==> config.mk <==
export PLATFORM = sky130hd
export DESIGN_NAME = brar_mod
export DESIGN_NICKNAME = d
export VERILOG_FILES = /design/src/hw/rtl/brar_mod.sv
export SDC_FILE = /design/constraint.sdc
export NUM_CORES = 1
export LEC_CHECK = 0
export BUFFER_PORTS_ARGS = -buffer_cell sky130_fd_sc_hd__buf_4
export CELL_PAD_IN_SITES_DETAIL_PLACEMENT = 1
export CELL_PAD_IN_SITES_GLOBAL_PLACEMENT = 2
export CORE_UTILIZATION = 36
export DETAILED_ROUTE_END_ITERATION = 10
export PLACE_DENSITY_LB_ADDON = 0.1
export RECOVER_POWER = 100
export SLEW_MARGIN = 20
export SYNTH_ARGS = -nofsm -noshare
export SYNTH_HDL_FRONTEND = slang
export SYNTH_SLANG_ARGS = --single-unit
==> constraint.sdc <==
create_clock -name clk -period 2.7 [get_ports clk]
set_input_delay 0.27 -clock clk [delete_from_list [all_inputs] [get_ports clk]]
set_output_delay 0.27 -clock clk [all_outputs]
set_load 0.02 [all_outputs]
==> src/hw/rtl/brar_mod.sv <==
// brar_mod: iterative restoring remainder, 16-bit dividend by 13-bit divisor.
// Uses nothing from brar_pkg; one quotient bit per cycle.
`timescale 1ns / 1ps
`default_nettype none
module brar_mod (
	input  wire         clk,
	input  wire         arst_n,
	input  wire         start,
	input  wire  [15:0] dividend,
	input  wire  [12:0] divisor,
	output logic        busy,
	output logic        done,
	output logic [12:0] rem
);

	logic [15:0] dvd_q;
	logic [12:0] dvs_q;
	logic [13:0] rem_q;
	logic [4:0]  cnt_q;
	logic        busy_q;
	logic        done_q;
	logic [13:0] shl;
	logic [13:0] sub;

	assign shl  = {rem_q[12:0], dvd_q[15]};
	assign sub  = shl - {1'b0, dvs_q};
	assign busy = busy_q;
	assign done = done_q;
	assign rem  = rem_q[12:0];

	always_ff @(posedge clk or negedge arst_n) begin
		if (!arst_n) begin
			busy_q <= 1'b0;
			done_q <= 1'b0;
			cnt_q  <= '0;
		end else begin
			done_q <= 1'b0;
			if (start) begin
				busy_q <= 1'b1;
				cnt_q  <= 5'd16;
			end else if (busy_q) begin
				cnt_q <= cnt_q - 5'd1;
				if (cnt_q == 5'd1) begin
					busy_q <= 1'b0;
					done_q <= 1'b1;
				end
			end
		end
	end

	always_ff @(posedge clk) begin
		if (start) begin
			dvd_q <= dividend;
			dvs_q <= divisor;
			rem_q <= '0;
		end else if (busy_q) begin
			dvd_q <= {dvd_q[14:0], 1'b0};
			rem_q <= (shl >= {1'b0, dvs_q}) ? sub : shl;
		end
	end

endmodule
`default_nettype wire

# Word-level counts from Yosys, hierarchy flattened
# Cells that the tools add are included.
dict set report word_totals {
  ff_bits 49
  inputBits 32
  output_inout_bits 15
  wordCells 22
}
dict set report classes {
  n_addsub 2
  order_cmp 1
  n_eq_ne 1
  n_mux 11
  reduce_logical 1
}
# operator n
set ops {}
lappend ops {{$mux W16} 2}
lappend ops {{$ge A14 B13 Y1} 1}
lappend ops {{$mux W13} 1}
lappend ops {{$sub A13 B13 Y13} 1}
lappend ops {{$mux W5} 2}
lappend ops {{$mux W1} 6}
lappend ops {{$eq A5 B1 Y1 const B} 1}
lappend ops {{$sub A5 B1 Y5 const B} 1}
lappend ops {{$reduce_bool A2 Y1} 1}

# Depth between registers and ports, before layout
# Gate-level depths: netlist (run 1).
dict set report logic_depth {
  ltp_word 4
  mapped_depth 10
  ltp_nobuf 9
}

# Worst setup path after synthesis (run 1)
# OpenSTA, ideal clock, no wires.
dict set report synth_timing {
  path_kind {flip-flop to flip-flop}
  from {register rem_q[3]}
  to {register rem_q[5]}
  setup_ns 0.086
  arrival_time_ns 2.246
  t_required_ns 2.614
  slack_ns 0.368
  path_stages_with_launch 9
  path_buffers 1
  period_less_slack_ns 2.332
  path_cell_list {dfxtp_1 > ha_1 > a21o_1 > a21oi_2 > a311oi_2 > or4_1 > buf_6 > mux2i_1 > a211oi_1}
}
dict set report synth_via {
  elab_chain_cells 2
  elab_cells_between_ends 3
  classes_between {add/sub: 1; order compare: 1; mux: 1}
}
# element line
set synth_rtl {}
lappend synth_rtl {{from (decl)} 18} ;# logic [13:0] rem_q;
lappend synth_rtl {{from (signal assigned)} 58} ;# rem_q <= (shl >= {1'b0, dvs_q}) ? sub : shl;
lappend synth_rtl {{$sub A13 B13 Y13 or $ge A14 B13 Y1 (tied branches)} {26, 58}}
lappend synth_rtl {{$mux W13 (*)} 58}
# Mark *: on every way between the ends. The rest lies on a longest branch, timed or not.
# A chain may end at the register's enable or synchronous reset.

# Final worst setup path (run 1)
dict set report layout_timing {
  from {register dvd_q[15]}
  to {register rem_q[5]}
}
dict set report layout_via {
  elab_chain_cells 2
  elab_cells_between_ends 3
  classes_between {add/sub: 1; order compare: 1; mux: 1}
}
# element line
set layout_rtl {}
lappend layout_rtl {{from (decl)} 16} ;# logic [15:0] dvd_q;
lappend layout_rtl {{from (signal assigned)} 53} ;# dvd_q <= dividend;
lappend layout_rtl {{from (signal assigned)} 57} ;# dvd_q <= {dvd_q[14:0], 1'b0};
lappend layout_rtl {{$sub A13 B13 Y13 or $ge A14 B13 Y1 (tied branches)} {26, 58}}
lappend layout_rtl {{$mux W13 (*)} 58}
# Marked as above.

==> results.sh, run 1 <==
export IMPL_status="completed"
export IMPL_cts_buffers=5
export IMPL_synth_compound_gate_area_share_pct=11.3
export IMPL_clockRootBuffer="clkbuf_8"
export IMPL_synth_edf_count=29
export IMPL_cpPeakStageDelay_ps=430
export IMPL_num_antenna_cells=0
export IMPL_final_common_cell="buf_4"
export IMPL_fin_crit_ps=2540
export IMPL_cp_slowest_cell="fa_1"
export IMPL_dp_hpwl_mm=4.66
export IMPL_crit_path_cell_trace="inv_1 > ha_1 > fa_1 > nor2b_2 > o21ai_2 > a311oi_2 > or4_4 > mux2i_1 > a211oi_1"
export IMPL_setup_viol_count_final=0
export IMPL_hp_class="in -> reg"
export IMPL_syn_avg_cell_area_sq_um=11.0
export IMPL_worstPathRequired_ps=2880
export IMPL_place_area_sq_um=3210
export IMPL_final_util_pct=47.4
export IMPL_initialDrtViolationCount=49
export IMPL_synthDistinctLibCells=53
export IMPL_critical_path_class="reg -> reg"
export IMPL_die_w_um=87.7
export IMPL_clock_latency_ps=310
export IMPL_cts_num_sinks=49
export IMPL_track_usage_pct=17.3
export IMPL_yosys_area_share_simple_pct=14.5
export IMPL_rsz0062_at_grt="false"
export IMPL_drt_wl_total_mm=6.11
export IMPL_cp_buffers_inverters=1
export IMPL_drtAntennaViolNets=0
export IMPL_clk_pin_slew_worst_paths_ps=100
export IMPL_fin_crit_sh_pct=94.1
export IMPL_synthesis_area_sq_um=2650
export IMPL_cts_setup_buffers=0
export IMPL_timing_slew_headroom_pct=49.4
export IMPL_critPathLaunchType="register"
export IMPL_cts_max_path_buffers=2
export IMPL_row_count=30
export IMPL_reg2reg_from="dvd_q[15]$_DFFE_PP_"
export IMPL_tightest_slew_ps=757
export IMPL_antenna_found_initial=0
export IMPL_layout_common_cells="buf_4, edfxtp_1, inv_1, nand2_1"
export IMPL_gp_congestion=0.775
export IMPL_cap_violations=0
export IMPL_path_max_fanout=7
export IMPL_grt_max_degree=41
export IMPL_vdd_drop_max_uv=318
export IMPL_syn_inst=240
export IMPL_wl_per_cell_um=15.2
export IMPL_async_flop_share_pct=14.3
export IMPL_final_layout_size_suffix_gt1_share_pct=26.6
export IMPL_grt_ovfl_total=0
export IMPL_dieArea_sq_um=7700
export IMPL_fin_worst_skew_ps=9.67
export IMPL_synth_top_family_by_area="simple AND/OR/NAND/NOR gates"
export IMPL_fmax_mhz=394
export IMPL_hold_viol_final=0
export IMPL_synthMuxAreaShare_pct=8.27
export IMPL_fin_nets=352
export IMPL_area_growth_pct=24.4
export IMPL_synth_adder_area_share_pct=7.85
export IMPL_ys_seq_elements=49
export IMPL_vias=2015
export IMPL_dr_pass1_iters=4
export IMPL_hp_start="divisor[3]"
export IMPL_cp_top_family="adder cells"
export IMPL_drcViolationCount=0
export IMPL_grt_pass1_vias=2107
export IMPL_core_sq_um=6940
export IMPL_drv_slew=0
export IMPL_syn_num_nets=288
export IMPL_num_io_pins=47
export IMPL_setup_tns_ps=0
export IMPL_start_util_pct=38.1
export IMPL_cts_tree="yes"
export IMPL_viasPerCell=5.02
export IMPL_crit_start="dvd_q[15]$_DFFE_PP_"
export IMPL_cp_data_arrival_time_ps=2720
export IMPL_synth_xor_area_share_pct=3.97
export IMPL_yosysWarnings=0
export IMPL_power_density_nw_per_um2=947
export IMPL_stdcell_area_sq_um=3290
export IMPL_port_buffers=46
export IMPL_grt_pass1_wl_mm=10.1
export IMPL_h_tree_depth=2
export IMPL_die_y_um=87.7
export IMPL_p_leak_nw=1.40
export IMPL_ys_seq_area_share_pct=49.4
export IMPL_cp_end_kind="register"
export IMPL_synth_flop_cell="edfxtp_1"
==> layer usage <==
layer	global-route usage [%]	up-vias	wire length, um
met1	21.4	986	2770
li1	-	1002	-
met4	4.47	0	33
met5	0	-	0
met2	31.1	25	3180
met3	3.02	2	126
==> flip-flops by register name, indices dropped and copies added, names as in the netlist <==
register and flops:
busy 1, cnt_q 5, done 1, dvd_q 16, dvs_q 13, rem_q 13
==> metrics by stage <==
step           total power [mW]  cells  hold slack [ps]  setup slack (ps)
2_1_floorplan              2.06    240            -25.6               368
3_3_place_gp               2.62    392             90.5              59.1
3_5_place_dp               2.65    392             91.9             -7.45
4_1_cts                    3.23    401              116             -51.8
5_1_grt                    3.35    401              140              29.9
6_report                   3.12    401              151               160
==> kinds of logic (layout without fill, tap and decap cells) <==
family,Yosys count,count (layout)
xor+xnor,12,12
compound gates,40,40
mux,20,20
flops,49,49
buf+inv,30,95
simple gates,73,73
fa+ha+maj,16,16
==> Yosys cell counts (3+ instances only) <==
cell,n,area (sq um)
edfxtp_1,29,871
nand4_1,3,18.8
o311ai_0,5,43.8
ha_1,15,188
o31ai_1,3,22.5
inv_1,20,75.1
clkbuf_1,6,22.5
dfxtp_1,13,260
nand2_1,17,63.8
mux2_2,15,169
dfrtp_1,7,175
nor2_1,16,60.1
nand3_1,11,55.1
mux2i_1,5,50.1
a21oi_1,4,20.0
a211oi_1,3,22.5
o21ai_0,7,35.0
nand2b_1,7,43.8
nor2b_1,3,18.8
xnor2_1,7,61.3
xor2_1,5,43.8
==> final timing paths <==
kind / slack [ps] / to / cells after the start
min in group asynchronous: 400 / cnt_q[3]$_DFFE_PN0P_ / 2
min reg2reg: 510 / rem_q[2]$_SDFFE_PP0P_ / 2
min: 150 / dvs_q[3]$_DFFE_PP_ / 1
max reg2reg: 160 / rem_q[5]$_SDFFE_PP0P_ / 9
max: 160 / rem_q[5]$_SDFFE_PP0P_ / 9
max in group asynchronous: 2000 / cnt_q[1]$_DFFE_PN0P_ / 2
==> timing repair <==
action	in CTS	in global routing
resized for setup	0	3
hold buffers	1	0
setup endpoints to repair	4	13
endpoints found under the hold margin	7	0
gates cloned	0	0
==> power by group <==
part           leakage [nW]  internal (mW)  switching, mW  total, mW
Combinational         0.847          0.672          0.800       1.47
Sequential            0.488          0.967          0.119       1.09
Clock                0.0603          0.284          0.273      0.558
==> final cells by class <==
class | instances | area [sq um]
Fill cell | 796 | 3650
Clock inverter | 3 | 50.0
Clock buffer | 5 | 68.8
Inverter | 20 | 75.1
Tap cell | 96 | 120
Multi-Input combinational cell | 161 | 1230
Sequential cell | 49 | 1310
Timing Repair Buffer | 67 | 443
Power figures use the tool's default switching activity.
==> inputs of run 2 (changes only) <==
--- a/config.mk
+++ b/config.mk
@@ -12,6 +12,7 @@
 export DETAILED_ROUTE_END_ITERATION = 10
 export PLACE_DENSITY_LB_ADDON = 0.1
 export RECOVER_POWER = 100
+export REMOVE_ABC_BUFFERS = 1
 export SLEW_MARGIN = 20
 export SYNTH_ARGS = -nofsm -noshare
 export SYNTH_HDL_FRONTEND = slang
==> constraint.sdc (replaced) <==
create_clock -name clk -period 2.7 [get_ports clk]
set_input_delay 0.54 -clock clk [delete_from_list [all_inputs] [get_ports clk]]
set_output_delay 0.54 -clock clk [all_outputs]
set_load 0.02 [all_outputs]
==> run 2 against run 1 <==
Net effect: clock-buffer cell count up 1; clock skew down 4.8 ps; first-iteration DRC count up 29%; worst hold slack worse by 39 ps; sequential power about the same; critical path depth up 1; combinational power down 12%; critical path type unchanged; largest power group unchanged.
==> results.sh, run 2 (synthesized netlist as in run 1, its figures left out) <==
export IMPL_status="completed"
export IMPL_num_antenna_cells=0
export IMPL_drtAntennaViolNets=0
export IMPL_placed_cells=378
export IMPL_crit_path_cell_trace="inv_1 > ha_1 > fa_1 > nor2b_2 > o21ai_2 > a311oi_2 > nor4_2 > buf_4 > nor4b_2 > o31ai_1"
export IMPL_tightest_slew_ps=595
export IMPL_cts_tree="yes"
export IMPL_clock_latency_ps=300
export IMPL_start_util_pct=38.1
export IMPL_cts_max_path_buffers=2
export IMPL_hp_class="in -> async"
export IMPL_rsz0062_at_grt="true"
export IMPL_drcViolationCount=0
export IMPL_cpPeakStageDelay_ps=430
export IMPL_top_register="dvd_q"
export IMPL_grt_max_degree=32
export IMPL_fin_crit_sh_pct=91.1
export IMPL_clockRootBuffer="clkbuf_8"
export IMPL_die_y_um=87.7
export IMPL_critical_path_class="reg -> reg"
export IMPL_clk_pin_slew_worst_paths_ps=90
export IMPL_path_max_fanout=10
export IMPL_postCtsHoldBufs=0
export IMPL_cts_num_sinks=49
export IMPL_fin_worst_skew_ps=4.83
export IMPL_fin_nets=337
export IMPL_die_w_um=87.7
export IMPL_port_buffers=46
export IMPL_grt_pass1_wl_mm=9.93
export IMPL_worstPathRequired_ps=2870
export IMPL_wl_per_cell_um=15.6
export IMPL_cp_end_kind="register"
export IMPL_vias=1971
export IMPL_final_common_cell="edfxtp_1"
export IMPL_final_cell_count_no_fill=386
export IMPL_track_usage_pct=17.0
export IMPL_h_tree_depth=2
export IMPL_drv_slew=0
export IMPL_setup_viol_count_final=0
export IMPL_core_sq_um=6940
export IMPL_antenna_found_initial=0
export IMPL_wl_met2_mm=2.99
export IMPL_timing_slew_headroom_pct=60.3
export IMPL_cts_buffers=5
export IMPL_power_density_nw_per_um2=904
export IMPL_wl_met1_mm=2.74
export IMPL_fmax_mhz=407
export IMPL_cp_top_family="adder cells"
export IMPL_cp_buffers_inverters=2
export IMPL_initialDrtViolationCount=63
export IMPL_num_io_pins=47
export IMPL_critPathLaunchType="register"
export IMPL_largest_reg_flops=16
export IMPL_ctsResizeCount=0
export IMPL_stdcell_area_sq_um=3140
export IMPL_dp_hpwl_mm=4.48
export IMPL_cp_data_arrival_time_ps=2630
export IMPL_area_growth_pct=18.8
export IMPL_grt_ovfl_total=0
export IMPL_fin_crit_ps=2460
export IMPL_viasPerCell=5.11
export IMPL_cap_violations=0
export IMPL_drt_wl_total_mm=6.03
export IMPL_grt_pass1_vias=2021
export IMPL_cp_slowest_cell="fa_1"
export IMPL_p_leak_nw=1.29
export IMPL_final_layout_size_suffix_gt1_share_pct=23.1
export IMPL_place_area_sq_um=3100
export IMPL_cts_setup_buffers=0
export IMPL_hold_viol_final=0
export IMPL_dieArea_sq_um=7700
export IMPL_gp_congestion=0.728
export IMPL_row_count=30
export IMPL_top_layer="met4"
export IMPL_dr_pass1_iters=4
export IMPL_met3WireLength_um=267
export IMPL_reg_top3="dvd_q (16), dvs_q (13), rem_q (13)"
export IMPL_layout_common_cells="edfxtp_1, buf_4, inv_1, nand2_1, clkbuf_1"
export IMPL_vdd_drop_max_uv=252
-- run 2: cell types whose count changed in the layout (fill, tap and decap cells not counted), sizes merged --
cell / previous run / this run
buf: 36 / 23
clkinvlp: 0 / 2
inv: 21 / 20
bufinv: 1 / 0
dlygate4sd3: 1 / 0
clkinv: 1 / 0
-- run 2: final cells by class --
type / instances / area, sq um
clock buffers: 6 / 72.6
inverters: 20 / 75.1
repair buffers: 52 / 330
flip-flops and latches: 49 / 1310
fillers: 797 / 3800
clock inverters: 2 / 15.0
well taps: 96 / 120
multi-input cells: 161 / 1220
-- run 2: final timing paths --
| path | startpoint | end | slack (ps) | cells past startpoint |
|---|---|---|---|---|
| min in group clk | divisor[12] | dvs_q[12]$_DFFE_PP_ | 430 | 1 |
| min reg2reg | rem_q[8]$_SDFFE_PP0P_ | rem_q[8]$_SDFFE_PP0P_ | 500 | 2 |
| min | arst_n | done$_DFF_PN0_ | 110 | 1 |
| max | dvd_q[15]$_DFFE_PP_ | rem_q[11]$_SDFFE_PP0P_ | 240 | 10 |
| max reg2reg | dvd_q[15]$_DFFE_PP_ | rem_q[11]$_SDFFE_PP0P_ | 240 | 10 |
| max in group asynchronous | arst_n | cnt_q[1]$_DFFE_PN0P_ | 2320 | 1 |
-- run 2: layer usage --
metal  vias to the layer above  GRT usage [%]
li1                        965              -
met1                       971           21.6
met2                        33           28.9
met3                         2           4.05
met4                         0           4.47
met5                         -              0
-- run 2: where the power goes --
| group | internal [mW] | total (mW) | switching, mW |
|---|---|---|---|
| clock network | 0.183 | 0.443 | 0.259 |
| logic | 0.556 | 1.30 | 0.740 |
| registers | 0.967 | 1.10 | 0.137 |
| total | 1.71 | 2.84 | 1.14 |
-- run 2: through the flow --
step	TNS (ps)	hold WS [ps]	util (%)	setup slack (ps)	power, mW
CTS	0	18.8	46.0	105	2.93
finish	0	112	45.3	240	2.84
detailed placement	0	358	44.7	132	2.48
floorplan	0	244	-	239	2.02
global placement	0	359	44.7	206	2.47
global route	-20.1	128	45.3	-20.1	3.07
==> inputs of run 3 (changes only) <==
--- a/config.mk
+++ b/config.mk
@@ -8,7 +8,7 @@
 export BUFFER_PORTS_ARGS = -buffer_cell sky130_fd_sc_hd__buf_4
 export CELL_PAD_IN_SITES_DETAIL_PLACEMENT = 1
 export CELL_PAD_IN_SITES_GLOBAL_PLACEMENT = 2
-export CORE_UTILIZATION = 36
+export CORE_UTILIZATION = 23
 export DETAILED_ROUTE_END_ITERATION = 10
 export PLACE_DENSITY_LB_ADDON = 0.1
 export RECOVER_POWER = 100
==> run 3 against run 2 <==
Net effect: combinational power up 5%; worst hold slack better by 34 ps; first-iteration DRC count fell by 44%; utilization shrank 15 points; setup slack got worse by 55 ps; wire length is 16% higher; maximum frequency down 2.2%; via count up 0.25%; clock skew is 1.1 ps higher; final area up 4.9%; cell count up 13%; largest cell class unchanged; largest power group unchanged.
==> results.sh, run 3 (synthesized netlist as in run 1, its figures left out) <==
export IMPL_fin_nets=344
export IMPL_hp_class="in -> async"
export IMPL_p_sw_mw=1.21
export IMPL_timing_slew_headroom_pct=24.6
export IMPL_drtAntennaViolNets=0
export IMPL_cts_max_path_buffers=2
export IMPL_multiInputGateArea_sq_um=1220
export IMPL_cp_data_arrival_time_ps=2670
export IMPL_reg_top3="dvd_q (16), dvs_q (13), rem_q (13)"
export IMPL_num_antenna_cells=0
export IMPL_worstPathRequired_ps=2850
export IMPL_cp_buffers_inverters=1
export IMPL_p_int_mw=1.91
export IMPL_fin_hold_ws_ps=145
export IMPL_cp_top_family="simple AND/OR/NAND/NOR gates"
export IMPL_row_count=38
export IMPL_grt_ovfl_total=0
export IMPL_die_y_um=109
export IMPL_status="completed"
export IMPL_grt_max_degree=22
export IMPL_drcViolationCount=0
export IMPL_dr_pass1_iters=4
export IMPL_wl_per_cell_um=15.9
export IMPL_port_buffers=46
export IMPL_p_seq_share_pct=35.5
export IMPL_clockRootBuffer="clkbuf_16"
export IMPL_power_density_nw_per_um2=946
export IMPL_ff_latch_area_sq_um=1310
export IMPL_grt_pass1_vias=2139
export IMPL_critPathLaunchType="register"
export IMPL_final_common_cell="edfxtp_1"
export IMPL_initialDrtViolationCount=35
export IMPL_tightest_slew_ps=1130
export IMPL_largest_reg_flops=16
export IMPL_gp_congestion=0.720
export IMPL_cts_tree="yes"
export IMPL_dp_hpwl_mm=5.17
export IMPL_crit_path_cell_trace="inv_1 > ha_1 > fa_1 > nor2b_1 > o21ai_2 > a311oi_2 > nor4_4 > nor4_1 > o31ai_1"
export IMPL_cp_slowest_cell="fa_1"
export IMPL_core_sq_um=11000
export IMPL_placed_cells=429
export IMPL_r2r_setup_slack_ps=180
export IMPL_path_max_fanout=5
export IMPL_cap_violations=0
export IMPL_fin_crit_sh_pct=93.2
export IMPL_cts_num_sinks=49
export IMPL_clkPwrFrac_pct=20.9
export IMPL_final_cell_count_no_fill=437
export IMPL_fin_worst_skew_ps=5.92
export IMPL_setup_viol_count_final=0
export IMPL_vias=1976
export IMPL_cts_setup_buffers=0
export IMPL_area_growth_pct=24.6
export IMPL_cp_end_kind="register"
export IMPL_critical_path_class="reg -> reg"
export IMPL_clock_latency_ps=290
export IMPL_antenna_found_initial=0
export IMPL_switching_share_pct=38.8
export IMPL_grt_pass1_wl_mm=11.5
export IMPL_final_layout_size_suffix_gt1_share_pct=23.9
export IMPL_drt_wl_total_mm=6.97
export IMPL_track_usage_pct=12.9
export IMPL_fmax_mhz=398
export IMPL_clk_pin_slew_worst_paths_ps=70
export IMPL_h_tree_depth=2
export IMPL_vdd_drop_max_uv=314
export IMPL_start_util_pct=24.0
export IMPL_combPwrFrac_pct=43.7
export IMPL_layout_common_cells="edfxtp_1, buf_4, inv_1, clkbuf_1, nand2_1"
export IMPL_die_w_um=109
export IMPL_rsz0062_at_grt="false"
export IMPL_dieArea_sq_um=11900
export IMPL_hold_viol_final=0
export IMPL_setup_tns_ps=0
export IMPL_cts_buffers=5
export IMPL_fillerInstances=1264
export IMPL_cpPeakStageDelay_ps=410
export IMPL_top_register="dvd_q"
export IMPL_p_leak_nw=1.35
export IMPL_viasPerCell=4.52
export IMPL_fin_crit_ps=2520
export IMPL_num_io_pins=47
export IMPL_drv_slew=0
export IMPL_power_mw=3.12
## run 3: cell types whose count changed in the layout (fill, tap and decap cells not counted), sizes merged
cell,previous run,this run
clkbuf,35,39
clkinvlp,2,1
buf,23,26
clkinv,0,1
## run 3: what timing repair did
item / CTS / global route
setup endpoints to repair: 0 / 9
gates resized for setup: 0 / 2
hold buffers: 0 / 0
## run 3: worst paths after layout
check / endpoint / startpoint / depth (start not counted)
hold / removal: cnt_q[2]$_DFFE_PN0P_ / arst_n / 1
max in group asynchronous: busy$_DFF_PN0_ / arst_n / 1
hold reg to reg: rem_q[11]$_SDFFE_PP0P_ / rem_q[11]$_SDFFE_PP0P_ / 2
setup / recovery: rem_q[9]$_SDFFE_PP0P_ / dvd_q[15]$_DFFE_PP_ / 9
setup reg to reg: rem_q[9]$_SDFFE_PP0P_ / dvd_q[15]$_DFFE_PP_ / 9
min in group clk: dvs_q[3]$_DFFE_PP_ / divisor[3] / 1
## run 3: layout make-up
class | instances | area share, %
Multi-Input combinational cell | 161 | 37.1
Sequential cell | 49 | 39.6
Clock buffer | 6 | 3.91
Inverter | 20 | 2.28
Tap cell | 140 | 5.31
Clock inverter | 2 | 0.493
Timing Repair Buffer | 59 | 11.3
## run 3: power by group through the flow
stage | Clock [mW] | Sequential, mW | Combinational, mW
floorplan | 0 | 1.19 | 0.827
global placement | 0 | 1.12 | 1.45
detailed placement | 0 | 1.13 | 1.45
CTS | 0.681 | 1.11 | 1.45
global route | 0.701 | 1.13 | 1.54
finish | 0.652 | 1.11 | 1.36
## run 3: per-layer routing
layer	GRT usage (%)	part of all wire, %	vias up
met4	2.86	0.73	0
met1	16.3	48	947
met3	3.83	5.3	4
met5	0	0	-
met2	21.4	46	38
li1	-	-	987
## run 3: per-stage QoR
step                instance area [sq um]  utilization, %  setup slack [ps]
floorplan                            2590               -               239
global placement                     3210            29.1               208
detailed placement                   3210            29.1               191
CTS                                  3360            30.4               168
global route                         3300            29.9              14.0
finish                               3300            29.9               185
## run 3: worst reg2reg max path: cells and delay by family, from the launching register on
kind                     cells  cell delay, ps
buffers and inverters        1              50
adder cells (fa/ha/maj)      2             620
flip-flops                   1             350
AND/OR/NAND/NOR              3             760
AO/OA/AOI/OAI                3             590
